$ cat src/rtl/etrb_pkg.sv
`default_nettype none
package etrb_pkg;

  typedef enum logic [2:0] {
    MODE_RECORD   = 3'd0,
    MODE_BEGIN    = 3'd1,
    MODE_SNAPSHOT = 3'd2,
    MODE_READ     = 3'd3,
    MODE_RELEASE  = 3'd4
  } mode_t;

  typedef enum logic [2:0] {
    ST_OK          = 3'd0,
    ST_NOT_READY   = 3'd1,
    ST_ALREADY_ON  = 3'd2,
    ST_NOT_TRACING = 3'd3,
    ST_DROPPED     = 3'd4,
    ST_NOT_FROZEN  = 3'd5,
    ST_BAD_OFFSET  = 3'd6
  } status_t;

  typedef enum logic [1:0] {
    FSM_CLEAR = 2'd0,
    FSM_IDLE  = 2'd1,
    FSM_READ  = 2'd2
  } fsm_t;

  localparam int unsigned LEN_CFG_W   = 13;
  localparam int unsigned OFFSET_W    = 12;
  localparam logic [LEN_CFG_W-1:0] LEN_RESET = 13'd4096;

  // one ring slot as stored in the RAM
  typedef struct packed {
    logic [63:0] stamp;
    logic [31:0] id;
    logic        start;
    logic [2:0]  kind;
    logic [31:0] pid;
    logic [31:0] extra;
  } entry_t;

  localparam int unsigned ENTRY_W = $bits(entry_t);

  // controller -> datapath
  typedef struct packed {
    logic accept;
    logic clear_run;
    logic read_done;
  } ctrl_cmd_t;

  // datapath -> controller
  typedef struct packed {
    logic req_read;
    logic req_release;
    logic clear_last;
  } dp_status_t;

endpackage
`default_nettype wire

$ cat src/rtl/etrb_ctrl.sv
`default_nettype none
module etrb_ctrl (
  input  wire logic                clk,
  input  wire logic                rst_n,
  input  wire logic                start,
  input  wire etrb_pkg::dp_status_t dp_st,
  output logic                     busy,
  output etrb_pkg::ctrl_cmd_t      cmd
);

  etrb_pkg::fsm_t state_r, state_nxt;

  always_ff @(posedge clk) begin
    if (!rst_n) begin
      state_r <= etrb_pkg::FSM_CLEAR;
    end else begin
      state_r <= state_nxt;
    end
  end

  always_comb begin
    state_nxt     = state_r;
    busy          = 1'b1;
    cmd.accept    = 1'b0;
    cmd.clear_run = 1'b0;
    cmd.read_done = 1'b0;
    case (state_r)
      etrb_pkg::FSM_IDLE: begin
        busy       = 1'b0;
        cmd.accept = start;
        if (start && dp_st.req_read) begin
          state_nxt = etrb_pkg::FSM_READ;
        end else if (start && dp_st.req_release) begin
          state_nxt = etrb_pkg::FSM_CLEAR;
        end
      end
      etrb_pkg::FSM_READ: begin
        cmd.read_done = 1'b1;
        state_nxt     = etrb_pkg::FSM_IDLE;
      end
      etrb_pkg::FSM_CLEAR: begin
        cmd.clear_run = 1'b1;
        if (dp_st.clear_last) begin
          state_nxt = etrb_pkg::FSM_IDLE;
        end
      end
      default: begin
        state_nxt = etrb_pkg::FSM_CLEAR;
      end
    endcase
  end

  // a read always leaves the RAM wait state for idle on the next clock
  a_read_one_cycle: assert property (@(posedge clk) disable iff (!rst_n)
    state_r == etrb_pkg::FSM_READ |=> state_r == etrb_pkg::FSM_IDLE)
    else $error("read wait overran");

  a_no_accept_clearing: assert property (@(posedge clk) disable iff (!rst_n)
    cmd.clear_run |-> !cmd.accept && busy)
    else $error("request taken during clear pass");

endmodule
`default_nettype wire

$ cat config.mk
export PLATFORM = sky130hd
export DESIGN_NAME = etrb_ctrl
export DESIGN_NICKNAME = d
export VERILOG_FILES = /design/src/rtl/etrb_pkg.sv /design/src/rtl/etrb_ctrl.sv
export SDC_FILE = /design/constraint.sdc
export NUM_CORES = 1
export LEC_CHECK = 0
export BUFFER_PORTS_ARGS = -buffer_cell sky130_fd_sc_hd__buf_2
export CAP_MARGIN = 20
export CELL_PAD_IN_SITES_DETAIL_PLACEMENT = 0
export CELL_PAD_IN_SITES_GLOBAL_PLACEMENT = 1
export CORE_AREA = 2 2 39 41
export CTS_BUF_LIST = sky130_fd_sc_hd__clkbuf_16
export DETAILED_ROUTE_END_ITERATION = 16
export DIE_AREA = 0 0 41 43
export PLACE_DENSITY = 0.32
export SYNTH_ARGS = -nofsm -noshare
export SYNTH_HDL_FRONTEND = slang
export SYNTH_SLANG_ARGS = --single-unit
$ cat constraint.sdc
create_clock -name clk -period 1.3 [get_ports clk]
set_input_delay 0 -clock clk [delete_from_list [all_inputs] [get_ports clk]]
set_output_delay 0 -clock clk [all_outputs]
set_load 0.03 [all_outputs]
==> results summary <==
The run finished with clean final reports. The die height came out at around 43 um. The fraction of the yosys area taken by sequential cells is between 40 and 50%. The highest metal layer carrying signal wires in the routed design is met3. Across all hold checks on the routed design, the worst slack comes to 0.0315 ns. The post-synthesis cell type count is 10. The data required time of the critical path is 1.30 ns. The initial cell density of the core is under 10%. The number of gates resized after CTS was 0. Based on the critical path, the design can be clocked at up to between 900 and 1000 MHz. In the post-synthesis netlist, the biggest area contributors are sky130_fd_sc_hd__dfxtp_1, sky130_fd_sc_hd__and3b_1, sky130_fd_sc_hd__o31a_1. The combined area of all synthesized cells is 97.6 um2. The pin count of the biggest net entering global routing is 8. The worst pin sits at a relative slew slack of between 80% and 90%. In this run the standard cell core region covers between 1000 and 1500 um2.

The area growth from synthesis to layout is 144%. The number of placed instances, taps included, is 36. The number of max-slew violations in the final report is 0. The clock arrives with around 0.0011 ns of skew. The count of nets left with antenna violations once routing finished came out at 0. The largest buffer count on any clock path is 2. The internal portion of total power came out at roughly 0.47 mW.

The count of input and output buffers is 9. The fraction of power consumed by sequential logic is between 10 and 15%. The instance count of the mapped netlist is 11.

Max-cap violations in this run came to 0. Ranked by flip-flop count, first place goes to state_r. The total of endpoints with negative setup slack in the final report came out at 0. The largest registers in the layout are state_r: 2 flops. The largest fanout of any net on the critical path is 7. The clock share of power is between 70% and 80%. The number of hold-repair buffers added at the cts stage came out at 0.

The synthesized design devotes to its leading area cell type 41.0% of total area. Broken down by cell family, the worst path's largest delay share belongs to flip-flops. Together, buffers and inverters on the worst path number 1. The kind of path behind the tightest hold check is in -> reg. The I/O pin total came out at 10. The switching power is roughly 0.097 mW. The clock transition at the registers of the reported paths is 0.03 ns.

Across the VDD grid, the largest voltage drop is roughly 0.43 mV. The combinational cell fraction of total power is 7.8%. The clock tree root buffer cell is sky130_fd_sc_hd__clkbuf_16.

The most common library cell in the layout ignoring fill and taps is sky130_fd_sc_hd__buf_2. Synthesis produced a netlist with a net count of 17. In this run the power density over the cells is 2400 nW/um2. The die width came out at roughly 41 um. The count of placed standard cells in the final layout, fillers left out is 39. The number of hold violations in the final report was 0. The critical path in this run is classified as reg -> out.

The maximum cell stage delay along the critical path came out at 0.41 ns. The category of the worst setup path launch point is a register. 0 antenna diodes ended up in the layout.

The routed length on met1 came out at roughly 170 um. The signal on the critical path passes through and3b_1 > buf_2. The leakage power total is approximately 0.12 nW. The number of warnings issued by yosys is 0.

The remaining global-route overflow came out at 0. The biggest area contributor in the post-synthesis netlist is sky130_fd_sc_hd__dfxtp_1. Total power for the finished layout comes to 0.571 mW.

The die footprint came out at 1760 um2. The depth of the CTS H-tree is 1. The number of flip-flops in the largest register came out at 2.

At the end of the flow, the number of nets in the layout was 31. The slowest cell on the critical path is sky130_fd_sc_hd__dfxtp_1. The minimum period implied by the final worst setup slack came out at around 1.0 ns. In the layout the commonest cells are sky130_fd_sc_hd__buf_2, sky130_fd_sc_hd__clkbuf_16, sky130_fd_sc_hd__dfxtp_1. The total routed wirelength is between 300 and 400 um.

The fraction of final layout cells sized beyond drive strength 1 came out at between 50% and 60%. TritonCTS built the clock tree. The number of vias per cell after detailed routing came out at around 3.1.

The iteration count of the initial detailed-routing pass came out at 1. The number of antenna violations at the first check in global routing is 0. The insertion delay of the later-clocked pin in the worst-skew pair came out at around 0.22 ns.

The number of remaining DRC errors came out at 0. The setup TNS is 0 ns. The switching fraction of total power is around 17%.

The number of global-route vias before repair came out at about 150. After detailed routing, the met2 layer carries roughly 130 um of wire. The period utilization is about four fifths. The number of design-rule violations left by the first detailed-router iteration came out at 0. The number of fill cells in the layout is between 150 and 200.

The post-layout utilization of the core is between 15 and 20%. The mean routed wirelength per cell came out at 8.87 um. The global routing usage summed across all routing layers is around 5.6%. The number of standard-cell rows in the floorplan is 14.

The clock buffer count from CTS came out at 3. After detailed routing, the met3 layer carries 46 um of wire. The count of state elements after synthesis is 2. Detailed routing inserted a total of 120 vias. The average size of a mapped cell is between 8 and 9 um2. The weighted congestion at the end of routability-driven global placement is just over 0.6. Setup repair after global routing left no endpoint under its margin. The CTS sink count came out at 2. The arrival time reported for the critical path endpoint came out at just over 1 ns. The slew of the pin with the lowest slew margin came out at 0.204 ns. STA classifies the critical path endpoint as a primary output. Post-CTS timing repair inserted 0 buffers for setup. The wire length of the first global-routing pass is 558 um.
==> routing by layer <==
metal,vias up,global-route usage [%]
li1,64,-
met1,48,6.09
met2,8,4.69
met3,0,5.24
met4,0,8.00
met5,-,0
==> layout make-up <==
| cell class | instances | area (um2) | share of cell area [%] |
|---|---|---|---|
| timing repair buffer | 9 | 45.0 | 18.9 |
| multi-input combinational | 9 | 57.6 | 24.2 |
| clock buffer | 3 | 75.1 | 31.6 |
| tap | 16 | 20.0 | 8.42 |
| sequential | 2 | 40.0 | 16.8 |
==> cell usage after synthesis <==
cell,count
sky130_fd_sc_hd__and3b_1,1
sky130_fd_sc_hd__dfxtp_1,2
sky130_fd_sc_hd__and3_1,1
sky130_fd_sc_hd__nand2b_1,1
sky130_fd_sc_hd__o21ai_0,1
sky130_fd_sc_hd__nor2b_1,1
sky130_fd_sc_hd__nor2_1,1
sky130_fd_sc_hd__o31a_1,1
sky130_fd_sc_hd__nor3_1,1
sky130_fd_sc_hd__o21a_1,1
==> power groups by stage <==
| stage | clock network [mW] | logic (mW) | registers, mW |
|---|---|---|---|
| 5_1_grt | 0.468 | 0.0485 | 0.0712 |
| 2_1_floorplan | 0 | 0.0279 | 0.0696 |
| 4_1_cts | 0.463 | 0.0451 | 0.0707 |
| 3_3_place_gp | 0 | 0.0455 | 0.0713 |
| 6_report | 0.456 | 0.0444 | 0.0706 |
| 3_5_place_dp | 0 | 0.0450 | 0.0713 |
==> worst register-to-register path: cells and delay by family (launching register included) <==
kind	cells	cell delay (ns)
flops	1	0.41
simple gates	2	0.38
==> metrics by stage <==
step | setup WS [ns] | cell area [um2]
6_report | 0.282 | 238
5_1_grt | 0.238 | 238
4_1_cts | 0.273 | 238
3_5_place_dp | 0.413 | 163
3_3_place_gp | 0.409 | 163
2_1_floorplan | 0.308 | 97.6
==> path summary, 6_finish.rpt <==
path	start	to	slack (ns)	cells after the start
worst max-delay path	state_r[1]	cmd[2]	0.28	2
worst min register to register	state_r[0]	state_r[0]	0.59	2
worst min-delay path	dp_st[2]	state_r[1]	0.03	2
worst max register to register	state_r[1]	state_r[1]	0.40	2
==> cells by family (layout without fill, tap and decap cells) <==
logic type             after synthesis  in the layout  synth area share (%)
AOI/OAI and AO/OA                    3              3                  21.8
buffers and inverters                0             12                     0
DFF                                  2              2                  41.0
and+or+nand+nor                      6              6                  37.2
No activity file was read; power rests on OpenSTA's default activity.
